===== src/hdl/recm_pkg.sv =====
`timescale 1ns / 1ps

package recm_pkg;

   localparam logic [16:0] ONE_Q16  = 17'd65536;
   localparam logic [16:0] HALF_Q16 = 17'd32768;

   // Quotient bits of the interpolation divide.
   localparam int DIV_STEPS = 17;

   localparam int CSR_INDEX_W = 3;
   localparam int CSR_DATA_W  = 17;

   localparam logic [CSR_INDEX_W-1:0] CSR_MIN_THRESHOLD = 3'd0;
   localparam logic [CSR_INDEX_W-1:0] CSR_MAX_THRESHOLD = 3'd1;
   localparam logic [CSR_INDEX_W-1:0] CSR_PROB_AT_MIN   = 3'd2;
   localparam logic [CSR_INDEX_W-1:0] CSR_PROB_AT_MAX   = 3'd3;
   localparam logic [CSR_INDEX_W-1:0] CSR_AVG_WEIGHT    = 3'd4;

   localparam logic [15:0] RST_MIN_THRESHOLD = 16'd5;
   localparam logic [15:0] RST_MAX_THRESHOLD = 16'd15;
   localparam logic [16:0] RST_PROB_AT_MIN   = 17'd0;
   localparam logic [16:0] RST_PROB_AT_MAX   = 17'd6554;
   localparam logic [16:0] RST_AVG_WEIGHT    = 17'd131;

   typedef struct packed {
      logic        mode;
      logic [15:0] queue_length;
      logic [31:0] now_ms;
      logic [15:0] random_value;
      logic        has_tcp_ip;
   } req_type;

   typedef struct packed {
      logic        mark_congestion;
      logic        cannot_mark;
      logic [16:0] drop_probability;
      logic [31:0] average_queue;
      logic [31:0] mark_total;
   } rsp_type;

   typedef struct packed {
      logic take_note;
      logic take_pkt;
      logic lin_a;
      logic lin_b;
      logic lin_c;
      logic pow_mul;
      logic pow_upd;
      logic avg_mul;
      logic avg_upd;
      logic prob;
      logic div_load;
      logic div_step;
      logic div_end;
      logic emit;
   } cmd_type;

   typedef struct packed {
      logic note;
      logic len_zero;
      logic between;
      logic out_free;
   } stat_type;

endpackage


===== src/hdl/recm_datapath.sv =====
`timescale 1ns / 1ps

module recm_datapath #(
   parameter int QUEUE_BITS    = 16,
   parameter int IDLE_EXP_BITS = 16
) (
   input  logic                                 clock,
   input  logic                                 reset,
   input  recm_pkg::req_type                    req_data,
   input  logic                                 csr_write_en,
   input  logic [recm_pkg::CSR_INDEX_W-1:0]     csr_index,
   input  logic [recm_pkg::CSR_DATA_W-1:0]      csr_data,
   input  recm_pkg::cmd_type                    cmd,
   output recm_pkg::stat_type                   stat,
   output logic                                 rsp_valid,
   input  logic                                 rsp_ready,
   output recm_pkg::rsp_type                    rsp_data
);

   localparam int LEN_W = (QUEUE_BITS < 16) ? QUEUE_BITS : 16;

   logic [15:0] min_th_ff, max_th_ff;
   logic [16:0] pmin_raw_ff, pmax_raw_ff, weight_raw_ff;

   logic [31:0]              avg_ff, empty_ff, count_ff;
   logic [LEN_W-1:0]         len_ff;
   logic [16:0]              prob_ff;
   logic [15:0]              rnd_ff;
   logic                     tcp_ff;
   logic [48:0]              prod_ff, acc_ff;
   logic [33:0]              sq_ff;
   logic [16:0]              r_ff, base_ff;
   logic [IDLE_EXP_BITS-1:0] exp_ff;
   logic [31:0]              rem_ff;
   logic [16:0]              dvd_ff, quo_ff;
   logic                     rsp_valid_ff;
   recm_pkg::rsp_type        rsp_data_ff;

   logic [16:0]              weight, inv_weight, pmin, pmax, pdiff, prob_sel;
   logic [31:0]              lo, hi, off, span, elapsed;
   logic [IDLE_EXP_BITS-1:0] exp_sat;
   logic [31:0]              mul_a;
   logic [16:0]              mul_b;
   logic [48:0]              mul_p;
   logic [49:0]              lin_sum, avg_sum;
   logic [32:0]              trial;
   logic                     trial_ge, between, pmax_ge, mark_sel, out_free;
   logic [LEN_W-1:0]         new_len;
   logic [31:0]              count_in;

   function automatic logic [16:0] clamp_one(input logic [16:0] v);
      return (v > recm_pkg::ONE_Q16) ? recm_pkg::ONE_Q16 : v;
   endfunction

   // Q1.16 product rounded half up.
   function automatic logic [16:0] round_q16(input logic [33:0] x);
      logic [33:0] s;
      s = x + 34'(recm_pkg::HALF_Q16);
      return s[32:16];
   endfunction

   function automatic logic [31:0] sat_avg(input logic [49:0] s);
      return (|s[49:48]) ? 32'hFFFF_FFFF : s[47:16];
   endfunction

   always_ff @(posedge clock) begin
      if (reset) begin
         min_th_ff     <= recm_pkg::RST_MIN_THRESHOLD;
         max_th_ff     <= recm_pkg::RST_MAX_THRESHOLD;
         pmin_raw_ff   <= recm_pkg::RST_PROB_AT_MIN;
         pmax_raw_ff   <= recm_pkg::RST_PROB_AT_MAX;
         weight_raw_ff <= recm_pkg::RST_AVG_WEIGHT;
      end else if (csr_write_en) begin
         case (csr_index)
            recm_pkg::CSR_MIN_THRESHOLD: min_th_ff     <= csr_data[15:0];
            recm_pkg::CSR_MAX_THRESHOLD: max_th_ff     <= csr_data[15:0];
            recm_pkg::CSR_PROB_AT_MIN:   pmin_raw_ff   <= csr_data;
            recm_pkg::CSR_PROB_AT_MAX:   pmax_raw_ff   <= csr_data;
            recm_pkg::CSR_AVG_WEIGHT:    weight_raw_ff <= csr_data;
            default: ;
         endcase
      end
   end

   always_comb begin
      weight     = clamp_one(weight_raw_ff);
      inv_weight = recm_pkg::ONE_Q16 - weight;
      pmin       = clamp_one(pmin_raw_ff);
      pmax       = clamp_one(pmax_raw_ff);
      pmax_ge    = (pmax >= pmin);
      pdiff      = pmax_ge ? (pmax - pmin) : (pmin - pmax);
      lo         = {min_th_ff, 16'd0};
      hi         = {max_th_ff, 16'd0};
      off        = avg_ff - lo;
      span       = hi - lo;
      between    = (avg_ff > lo) && (avg_ff < hi);
      elapsed    = req_data.now_ms - empty_ff;
      exp_sat    = (|elapsed[31:IDLE_EXP_BITS]) ? '1 : elapsed[IDLE_EXP_BITS-1:0];
      new_len    = req_data.queue_length[LEN_W-1:0];

      // Later tests win, as in the sequential definition of the curve.
      prob_sel = prob_ff;
      if (avg_ff < lo) begin
         prob_sel = '0;
      end
      if (avg_ff == lo) begin
         prob_sel = pmin;
      end
      if (avg_ff == hi) begin
         prob_sel = pmax;
      end
      if (avg_ff > hi) begin
         prob_sel = recm_pkg::ONE_Q16;
      end

      mul_a = '0;
      mul_b = '0;
      if (cmd.lin_a) begin
         mul_a = avg_ff;
         mul_b = inv_weight;
      end else if (cmd.lin_b) begin
         mul_a = 32'(len_ff);
         mul_b = weight;
      end else if (cmd.pow_mul) begin
         mul_a = {15'd0, r_ff};
         mul_b = base_ff;
      end else if (cmd.avg_mul) begin
         mul_a = avg_ff;
         mul_b = r_ff;
      end else if (cmd.prob) begin
         mul_a = off;
         mul_b = pdiff;
      end
      mul_p = {17'd0, mul_a} * {32'd0, mul_b};

      lin_sum = {1'b0, acc_ff} + {1'b0, prod_ff[32:0], 16'd0} + 50'(recm_pkg::HALF_Q16);
      avg_sum = {1'b0, prod_ff} + 50'(recm_pkg::HALF_Q16);

      trial    = {rem_ff, dvd_ff[16]};
      trial_ge = (trial >= {1'b0, span});

      mark_sel = ({1'b0, rnd_ff} < prob_ff);
      count_in = count_ff + {31'd0, mark_sel && tcp_ff};
      out_free = !rsp_valid_ff || rsp_ready;
   end

   always_ff @(posedge clock) begin
      if (reset) begin
         avg_ff       <= '0;
         len_ff       <= '0;
         empty_ff     <= '0;
         prob_ff      <= '0;
         count_ff     <= '0;
         rsp_valid_ff <= 1'b0;
      end else begin
         if (cmd.take_note) begin
            len_ff <= new_len;
            if (new_len == '0) begin
               empty_ff <= req_data.now_ms;
            end
         end
         if (cmd.lin_c) begin
            avg_ff <= sat_avg(lin_sum);
         end
         if (cmd.avg_upd) begin
            avg_ff <= sat_avg(avg_sum);
         end
         if (cmd.prob && !between) begin
            prob_ff <= prob_sel;
         end
         if (cmd.div_end) begin
            prob_ff <= pmax_ge ? (pmin + quo_ff) : (pmin - quo_ff);
         end
         if (cmd.emit) begin
            count_ff <= count_in;
         end
         if (cmd.emit) begin
            rsp_valid_ff <= 1'b1;
         end else if (rsp_ready) begin
            rsp_valid_ff <= 1'b0;
         end
      end
   end

   always_ff @(posedge clock) begin
      prod_ff <= mul_p;
      sq_ff   <= {17'd0, base_ff} * {17'd0, base_ff};
      if (cmd.take_pkt) begin
         rnd_ff  <= req_data.random_value;
         tcp_ff  <= req_data.has_tcp_ip;
         r_ff    <= recm_pkg::ONE_Q16;
         base_ff <= inv_weight;
         exp_ff  <= exp_sat;
      end
      if (cmd.lin_b) begin
         acc_ff <= prod_ff;
      end
      if (cmd.pow_upd) begin
         if (exp_ff[0]) begin
            r_ff <= round_q16(prod_ff[33:0]);
         end
         base_ff <= round_q16(sq_ff);
         exp_ff  <= exp_ff >> 1;
      end
      // The top of the dividend is already below the span, so each step
      // yields one quotient bit.
      if (cmd.div_load) begin
         rem_ff <= prod_ff[48:17];
         dvd_ff <= prod_ff[16:0];
         quo_ff <= '0;
      end
      if (cmd.div_step) begin
         rem_ff <= trial_ge ? 32'(trial - {1'b0, span}) : trial[31:0];
         dvd_ff <= {dvd_ff[15:0], 1'b0};
         quo_ff <= {quo_ff[15:0], trial_ge};
      end
      if (cmd.emit) begin
         rsp_data_ff.mark_congestion  <= mark_sel && tcp_ff;
         rsp_data_ff.cannot_mark      <= mark_sel && !tcp_ff;
         rsp_data_ff.drop_probability <= prob_ff;
         rsp_data_ff.average_queue    <= avg_ff;
         rsp_data_ff.mark_total       <= count_in;
      end
   end

   assign stat.note     = req_data.mode;
   assign stat.len_zero = (len_ff == '0);
   assign stat.between  = between;
   assign stat.out_free = out_free;
   assign rsp_valid     = rsp_valid_ff;
   assign rsp_data      = rsp_data_ff;

endmodule


===== src/hdl/recm_control.sv =====
`timescale 1ns / 1ps

module recm_control #(
   parameter int IDLE_EXP_BITS = 16
) (
   input  logic               clock,
   input  logic               reset,
   input  logic               req_valid,
   output logic               req_ready,
   input  recm_pkg::stat_type stat,
   output recm_pkg::cmd_type  cmd
);

   localparam int CNT_MAX = (IDLE_EXP_BITS > recm_pkg::DIV_STEPS) ?
                            IDLE_EXP_BITS : recm_pkg::DIV_STEPS;
   localparam int CNT_W   = $clog2(CNT_MAX);

   typedef enum logic [12:0] {
      ST_IDLE     = 13'b0000000000001,
      ST_LIN_A    = 13'b0000000000010,
      ST_LIN_B    = 13'b0000000000100,
      ST_LIN_C    = 13'b0000000001000,
      ST_POW_MUL  = 13'b0000000010000,
      ST_POW_UPD  = 13'b0000000100000,
      ST_AVG_MUL  = 13'b0000001000000,
      ST_AVG_UPD  = 13'b0000010000000,
      ST_PROB     = 13'b0000100000000,
      ST_DIV_LOAD = 13'b0001000000000,
      ST_DIV_STEP = 13'b0010000000000,
      ST_DIV_END  = 13'b0100000000000,
      ST_EMIT     = 13'b1000000000000
   } state_type;

   state_type        state_ff, state_in;
   logic [CNT_W-1:0] cnt_ff, cnt_in;

   always_ff @(posedge clock) begin
      if (reset) begin
         state_ff <= ST_IDLE;
         cnt_ff   <= '0;
      end else begin
         state_ff <= state_in;
         cnt_ff   <= cnt_in;
      end
   end

   always_comb begin
      state_in  = state_ff;
      cnt_in    = cnt_ff;
      cmd       = '0;
      req_ready = (state_ff == ST_IDLE);
      case (state_ff)
         ST_IDLE: begin
            if (req_valid) begin
               if (stat.note) begin
                  cmd.take_note = 1'b1;
               end else begin
                  cmd.take_pkt = 1'b1;
                  cnt_in       = '0;
                  state_in     = stat.len_zero ? ST_POW_MUL : ST_LIN_A;
               end
            end
         end
         ST_LIN_A: begin
            cmd.lin_a = 1'b1;
            state_in  = ST_LIN_B;
         end
         ST_LIN_B: begin
            cmd.lin_b = 1'b1;
            state_in  = ST_LIN_C;
         end
         ST_LIN_C: begin
            cmd.lin_c = 1'b1;
            state_in  = ST_PROB;
         end
         ST_POW_MUL: begin
            cmd.pow_mul = 1'b1;
            state_in    = ST_POW_UPD;
         end
         ST_POW_UPD: begin
            cmd.pow_upd = 1'b1;
            if (cnt_ff == CNT_W'(IDLE_EXP_BITS - 1)) begin
               cnt_in   = '0;
               state_in = ST_AVG_MUL;
            end else begin
               cnt_in   = cnt_ff + 1'b1;
               state_in = ST_POW_MUL;
            end
         end
         ST_AVG_MUL: begin
            cmd.avg_mul = 1'b1;
            state_in    = ST_AVG_UPD;
         end
         ST_AVG_UPD: begin
            cmd.avg_upd = 1'b1;
            state_in    = ST_PROB;
         end
         ST_PROB: begin
            cmd.prob = 1'b1;
            state_in = stat.between ? ST_DIV_LOAD : ST_EMIT;
         end
         ST_DIV_LOAD: begin
            cmd.div_load = 1'b1;
            cnt_in       = '0;
            state_in     = ST_DIV_STEP;
         end
         ST_DIV_STEP: begin
            cmd.div_step = 1'b1;
            if (cnt_ff == CNT_W'(recm_pkg::DIV_STEPS - 1)) begin
               cnt_in   = '0;
               state_in = ST_DIV_END;
            end else begin
               cnt_in = cnt_ff + 1'b1;
            end
         end
         ST_DIV_END: begin
            cmd.div_end = 1'b1;
            state_in    = ST_EMIT;
         end
         ST_EMIT: begin
            if (stat.out_free) begin
               cmd.emit = 1'b1;
               state_in = ST_IDLE;
            end
         end
         default: begin
            state_in = ST_IDLE;
         end
      endcase
   end

endmodule


===== src/hdl/red_ecn_marker.sv =====
`timescale 1ns / 1ps
// Channel   Ports                              Moves
// -------   --------------------------------   --------------------------------------
// request   req_valid, req_ready, req_data     packet or queue length notification
// response  rsp_valid, rsp_ready, rsp_data     mark decision, probability, average
// csr       csr_write_en, csr_index, csr_data  threshold, probability, weight writes
//
// Notifications are taken without leaving the idle state and give no response. A
// packet's response passes the average update, the probability step and, when the
// average lies inside the interpolation band, the divider, taking 17 steps; with an
// empty queue the update is a power loop of a multiply and an update step for each exponent bit.
// Reset is synchronous. A finished result waits in the response register while the
// next request is taken; a packet stalls only at its emit step.

module red_ecn_marker #(
   parameter int QUEUE_BITS    = 16,
   parameter int IDLE_EXP_BITS = 16
) (
   input  logic                             clock,
   input  logic                             reset,
   input  logic                             req_valid,
   output logic                             req_ready,
   input  recm_pkg::req_type                req_data,
   output logic                             rsp_valid,
   input  logic                             rsp_ready,
   output recm_pkg::rsp_type                rsp_data,
   input  logic                             csr_write_en,
   input  logic [recm_pkg::CSR_INDEX_W-1:0] csr_index,
   input  logic [recm_pkg::CSR_DATA_W-1:0]  csr_data
);

   recm_pkg::cmd_type  cmd;
   recm_pkg::stat_type stat;

   recm_control #(
      .IDLE_EXP_BITS(IDLE_EXP_BITS)
   ) u_control (
      .clock     (clock),
      .reset     (reset),
      .req_valid (req_valid),
      .req_ready (req_ready),
      .stat      (stat),
      .cmd       (cmd)
   );

   recm_datapath #(
      .QUEUE_BITS    (QUEUE_BITS),
      .IDLE_EXP_BITS (IDLE_EXP_BITS)
   ) u_datapath (
      .clock        (clock),
      .reset        (reset),
      .req_data     (req_data),
      .csr_write_en (csr_write_en),
      .csr_index    (csr_index),
      .csr_data     (csr_data),
      .cmd          (cmd),
      .stat         (stat),
      .rsp_valid    (rsp_valid),
      .rsp_ready    (rsp_ready),
      .rsp_data     (rsp_data)
   );

endmodule


===== config.mk =====
export PLATFORM = sky130hd
export DESIGN_NAME = red_ecn_marker
export DESIGN_NICKNAME = d
export VERILOG_FILES = /design/src/hdl/recm_pkg.sv /design/src/hdl/recm_datapath.sv /design/src/hdl/recm_control.sv /design/src/hdl/red_ecn_marker.sv
export SDC_FILE = /design/constraint.sdc
export NUM_CORES = 2
export LEC_CHECK = 0
export ABC_AREA = 1
export ABC_CLOCK_PERIOD_IN_PS = 21900
export BUFFER_PORTS_ARGS = -buffer_cell sky130_fd_sc_hd__buf_2
export CAP_MARGIN = 20
export CORE_UTILIZATION = 60
export CTS_CLUSTER_DIAMETER = 200
export CTS_CLUSTER_SIZE = 14
export DETAILED_ROUTE_END_ITERATION = 16
export PLACE_DENSITY = 0.74
export RECOVER_POWER = 100
export SLEW_MARGIN = 20
export SYNTH_ARGS = -nofsm -noshare
export SYNTH_HDL_FRONTEND = slang
export SYNTH_SLANG_ARGS = --single-unit

===== constraint.sdc =====
create_clock -name clock -period 21.9 [get_ports clock]
set_clock_uncertainty 0.1 [all_clocks]
set_input_delay 4.38 -clock clock [delete_from_list [all_inputs] [get_ports clock]]
set_output_delay 4.38 -clock clock [all_outputs]
set_load 0.02 [all_outputs]

[Yosys cells after proc, flatten, opt, wreduce, memory -nomap -nowiden]
Cells that the tools add are included.
Operators by class
  add/sub/neg operators: 16
  multiply operators: 2
  order comparisons: 10
  eq/ne operators: 25
  mux-type cells: 72
  reduce and logical (&&, ||, !) cells: 31
Operators with widths (number)
  $mux 17: 25
  $mux 32: 12
  $pmux 13 s12: 1
  $sub 32x32->32: 4
  $add 33x16->33 const B: 2
  $mux 13: 5
  $eq 32x32->1: 2
  $gt 32x32->1: 2
  $lt 32x32->1: 2
  $gt 17x17->1 const B: 3
  $sub 17x17->17: 3
  $add 49x16->50 const B: 1
  $add 49x49->50: 1
  $add 50x16->50 const B: 1
  $mul 32x17->49: 1
  $ge 33x32->1: 1
  $mul 17x17->33: 1
  $add 32x1->32: 1
  $logic_not 16->1: 2
  $mux 15: 2
  $mux 5: 5
  $pmux 5 s4: 1
  $add 17x17->17: 1
  $ge 17x17->1: 1
  other kinds (39): 76
Word-level totals
  bits in registers: 578
  input port bits: 91
  output and inout bits: 85

[Depth between registers and ports, before layout]
  word-level depth: 10
  gate-level depth with buffers: 53

[Cells and area by module]
Synthesis repeated with hierarchy kept, for this count alone.
Unflattened totals
  cell total of the unflattened synthesis: 7171
  area, all modules: 57136.0 µm²
By module, submodules not included
  recm_datapath: instances 1, cells each 6988, area an instance 55902.4 µm², seq. area each 12922.4 µm²
  recm_control: instances 1, cells each 183, area an instance 1233.7 µm², seq. area each 360.3 µm²

[Least setup slack after synthesis]
OpenSTA, ideal clock, no wires.
  kind: flip-flop to flip-flop
  from: register u_datapath.pmax_raw_ff[4]
  to: register u_datapath.prod_ff[29]
  arrival: 7.723 ns
  data required time: 21.728 ns
  slack: 14.005 ns
  cell stages (with the launch flop): 47
  buffers on the path: 3
  clock period less this slack: 7.895 ns
  cell sequence: dfxtp_1 > nor4_1 > nand3_1 > nand2_1 > inv_1 > clkbuf_1 > nor2_1 > inv_1 > ha_1 > fa_1 > inv_1 > nand3_1 > nand2_1 > nand2_1 > nand2_1 > nand2_1 > nand2_1 > nand2_1 > [11 not listed] > inv_1 > fa_1 > inv_1 > fa_1 > fa_1 > inv_1 > fa_1 > inv_1 > ha_1 > nand2_1 > nor2_1 > inv_1 > nor3_1 > a21oi_1 > o21ai_0 > nand2_1 > nand2_1 > xor2_1
On the way
  word-level cells in the longest chain between the ends: 10
  elaborated cells between the ends (all ways): 12
Ends and longest elaborated chain
  from (decl): line recm_datapath.sv:23  | logic [16:0] pmin_raw_ff, pmax_raw_ff, weight_raw_ff;
  from (signal assigned): line recm_datapath.sv:71  | pmax_raw_ff <= recm_pkg::RST_PROB_AT_MAX;
  from (signal assigned): line recm_datapath.sv:78  | recm_pkg::CSR_PROB_AT_MAX: pmax_raw_ff <= csr_data;
  $gt 17x17->1: line recm_datapath.sv:52  | return (v > recm_pkg::ONE_Q16) ? recm_pkg::ONE_Q16 : v;
  $mux 17 (*): line recm_datapath.sv:52
  $sub 17x17->17 or $ge 17x17->1 (tied branches): line recm_datapath.sv:91, recm_datapath.sv:90
  $mux 17 (*): line recm_datapath.sv:91  | pdiff = pmax_ge ? (pmax - pmin) : (pmin - pmax);
  $mux 17 (*): line recm_datapath.sv:130  | end else if (cmd.prob) begin
  $mux 17 (*): line recm_datapath.sv:127  | end else if (cmd.avg_mul) begin
  $mux 17 (*): line recm_datapath.sv:124  | end else if (cmd.pow_mul) begin
  $mux 17 (*): line recm_datapath.sv:121  | end else if (cmd.lin_b) begin
  $mux 17 (*): line recm_datapath.sv:118  | if (cmd.lin_a) begin
  $mul 32x17->49 (*): line recm_datapath.sv:134  | mul_p = {17'd0, mul_a} * {32'd0, mul_b};
  via u_datapath.mul_p[29]: line recm_datapath.sv:44  | logic [48:0] mul_p;
  to (signal assigned): line recm_datapath.sv:186  | prod_ff <= mul_p;
  to (decl): line recm_datapath.sv:30  | logic [48:0] prod_ff, acc_ff;
Mark *: on every way through the listed nets, which the timed path passes. The rest lies on a longest branch.
A chain may end at the register's enable or synchronous reset.

[Worst setup path in the final report]
  from: register u_control.state_ff[8]
  to: register u_datapath.prod_ff[33]
On the way
  word-level cells in the longest chain between the ends: 8
  elaborated cells between the ends (all ways): 21
Ends and longest elaborated chain
  from (decl): line recm_control.sv:34  | state_type state_ff, state_in;
  from (signal assigned): line recm_control.sv:42  | state_ff <= state_in;
  $eq 13x9->1: line recm_control.sv:52  | case (state_ff)
  $mux 1: line recm_control.sv:52
  $mux 32 or $mux 17 (tied branches): line recm_datapath.sv:130
  $mux 32 or $mux 17 (tied branches): line recm_datapath.sv:127
  $mux 32 or $mux 17 (tied branches): line recm_datapath.sv:124
  $mux 32 or $mux 17 (tied branches): line recm_datapath.sv:121
  $mux 32 or $mux 17 (tied branches): line recm_datapath.sv:118
  $mul 32x17->49 (*): line recm_datapath.sv:134
  via u_datapath.mul_p[33]: line recm_datapath.sv:44
Marked as above.

==> impl_metrics.tcl <==
set metrics [dict create \
    cp-end-kind "register" \
    cts_made_buffers 45 \
    fin_tns_setup_ps 0 \
    ys.flop_type "dfxtp_1" \
    wl_per_cell_um 22.06 \
    synth_xor_area_share_pct 3.307 \
    worstSkewPairLatency_ps 660 \
    dieArea_um2 103200 \
    drtAntennaViolNets 0 \
    setup_viol 0 \
    ys_seq_area_share_pct 21.72 \
    final_layout_size_suffix_gt1_share_pct 4.202 \
    first_global_vias 54127 \
    critPathArrivalTime_ps 13570 \
    slew_viol_final 588 \
    netlist_instances 8130 \
    clock_path_buffers 3 \
    n_fill_cell 9290 \
    postCtsSetupRepairBufs 0 \
    cpMaxStageDelayCell "clkbuf_1" \
    cpLargestDelayFamily "simple AND/OR/NAND/NOR gates" \
    ys_warn_count 0 \
    clkSinkCount 548 \
    hp-class "reg -> reg" \
    ir_drop_v 0.0002819 \
    critical_path.startpoint_type "register" \
    synth_mux_area_share_pct 0.01637 \
    core_um2 100600 \
    cts-root-buf "clkbuf_16" \
    cts_tree "done" \
    grt_max_degree 107 \
    finalCritPeriodShare_pct 59.80 \
    chipHeight_um 321.2 \
    wl_mm 210.6 \
    io_buffers 175 \
    register_area_um2 13280 \
    worstPathMaxFanout 45 \
    cts_resized 0 \
    fin_nets 9322 \
    synth_compound_area_share_pct 10.16 \
    grt_overflow_total 0 \
    hold_buffers 0 \
    synth_nets 9298 \
    path_clk_slew_ps 90 \
    tightestPinTransition_ps 3813 \
    mostFrequentLayoutCell "nand2_1" \
    cp.required_ps 22380 \
    ys_types 65 \
    yosys.area_share.simple_pct 22.03 \
    cp_num_buf_inv 6 \
    hpwl_mm 168.1 \
    status "complete, but fails checks" \
    antenna_found_initial 10 \
    dieWidth_um 321.2 \
    dr.pass1.iters 9 \
    areaGrowthSynthToFinish_pct 4.383 \
    fmax_mhz 76.36 \
    avgSynthCellArea_um2 7.521 \
    initial_core_util_pct 60.80 \
    cap_viol_max_count 10 \
    maxSlewHeadroom_pct -154.2 \
    rows 116 \
    dr.first_iter.drc_count 6665 \
    multiInputGateArea_um2 39980 \
    synth-adder-area-share_pct 29.98 \
    ioPinCount 176 \
    powerDensity_nw_per_um2 75.24 \
    grt_use_total_pct 40.85 \
    synth_top_family_by_area "adder cells" \
    max_stage_delay_ps 2170 \
    vias 55772 \
    grt_pass1_wl_mm 319.7 \
    yosys_register_bits 548 \
    cts_htree_levels 2 \
    via_per_inst 5.842 \
    remaining_drc_errors 0 \
    final_cell_mix "nand2_1, inv_1, fa_1" \
    synth_edf_count 231 \
    violations "max-capacitance violations, max-slew violations" \
    crit_type "reg -> reg" \
    ys_async_sr_fraction_pct 0 \
    static-leakage-power_uw 0.03124 \
    fin_hold_ws_ps 333.4 \
    finalCriticalPeriod_ps 13100 \
    rsz0062_at_grt "false" \
    finalHoldViolations 0 \
    syn-cell-area_um2 61150 \
    routabilityCongestion 1.092 \
]
Yosys cell counts (6+ instances only):
master    count  area, um^2
a211oi_1     10       75.07
a21boi_0      6       45.04
a21o_1       23       172.7
a21oi_1     523        2618
a31oi_1      23       143.9
a32o_1       17       170.2
and2_1        6       37.54
buf_2        69       345.3
buf_4        21       157.7
buf_6        38       427.9
clkbuf_1    127       476.7
dfxtp_1     317        6346
edfxtp_1    231        6937
fa_1        647       12950
ha_1        430        5380
inv_1      1664        6246
inv_2        24       90.09
nand2_1    1769        6640
nand2_2      33       206.5
nand3_1     418        2092
nand3_2      10       100.1
nand3b_1     11       82.58
nand4_1      78       488.0
nor2_1      606        2275
nor2_2       28       175.2
nor2_4       13       146.4
nor3_1      133       665.6
nor4_1       25       156.4
o211ai_1     21       157.7
o21a_1       15       112.6
o21ai_0     391        1957
o21ai_1      17       85.08
o21ai_2       7       61.31
o21bai_1     30       225.2
o22ai_1      20       125.1
or2_2        33       206.5
xnor2_1      70       613.1
xor2_1      159        1393
flip-flops by register name, summed over array words and instances (netlist names), 18 cells and up:
| register | flops |
|---|---|
| u_datapath.acc_ff | 34 |
| u_datapath.avg_ff | 32 |
| u_datapath.count_ff | 32 |
| u_datapath.empty_ff | 32 |
| u_datapath.prod_ff | 49 |
| u_datapath.rem_ff | 32 |
| u_datapath.rsp_data | 83 |
| u_datapath.sq_ff | 18 |
where the power goes:
part	switching, uW	leakage (uW)	total (uW)	internal [uW]
registers	25.7	0.00464	1150	1120
clock network	418	0.000621	808	390
logic	1810	0.0260	2840	1030
cell families (layout without fill, tap and decap cells):
kind of cell | Yosys count | after routing
mux | 1 | 1
flops | 548 | 548
buf+inv | 1957 | 2014
fa+ha+maj | 1077 | 1077
simple gates | 3185 | 3185
other cells | 0 | 2
compound gates | 1132 | 1132
xor+xnor | 230 | 230
layout make-up:
type / instances / area share [%]
multi-input combinational: 5625 / 62.63
sequential: 548 / 20.81
inverter: 1696 / 9.985
tap: 1357 / 2.660
clock buffer: 76 / 1.947
timing repair buffer: 238 / 1.845
clock inverter: 4 / 0.1117
antenna: 2 / 0.007841
worst paths after layout:
check | start | end | slack [ps] | cells after the start
setup / recovery | u_control.state_ff[8] | u_datapath.prod_ff[33] | 8800 | 30
hold / removal | u_datapath.prob_ff[3] | u_datapath.rsp_data[67] | 330 | 0
setup reg to reg | u_control.state_ff[8] | u_datapath.prod_ff[33] | 8800 | 30
hold reg to reg | u_datapath.prob_ff[3] | u_datapath.rsp_data[67] | 330 | 0
through the flow:
| stage | instance area, um^2 | cells | util (%) | setup WS (ps) | power [uW] |
|---|---|---|---|---|---|
| after floorplan | 61150 | 8130 | - | 14010 | 3315 |
| after global placement | 62800 | 9464 | 62.44 | 11530 | 3926 |
| after detailed placement | 62810 | 9464 | 62.44 | 11400 | 3971 |
| after CTS | 64120 | 9544 | 63.75 | 11310 | 4780 |
| after global routing | 63820 | 9544 | 63.45 | 8431 | 5246 |
| final | 63830 | 9546 | 63.46 | 8805 | 4803 |
routing by layer:
metal | vias to the layer above | part of all wire [%] | GRT usage (%) | routed length [um]
met5 | - | 0.030 | 0 | 64
met4 | 10 | 4.2 | 14.10 | 8921
met3 | 557 | 14 | 13.62 | 28780
met2 | 3047 | 41 | 58.66 | 85540
met1 | 26734 | 41 | 57.38 | 87260
li1 | 25424 | - | - | -
No activity file was read; power rests on OpenSTA's default activity.
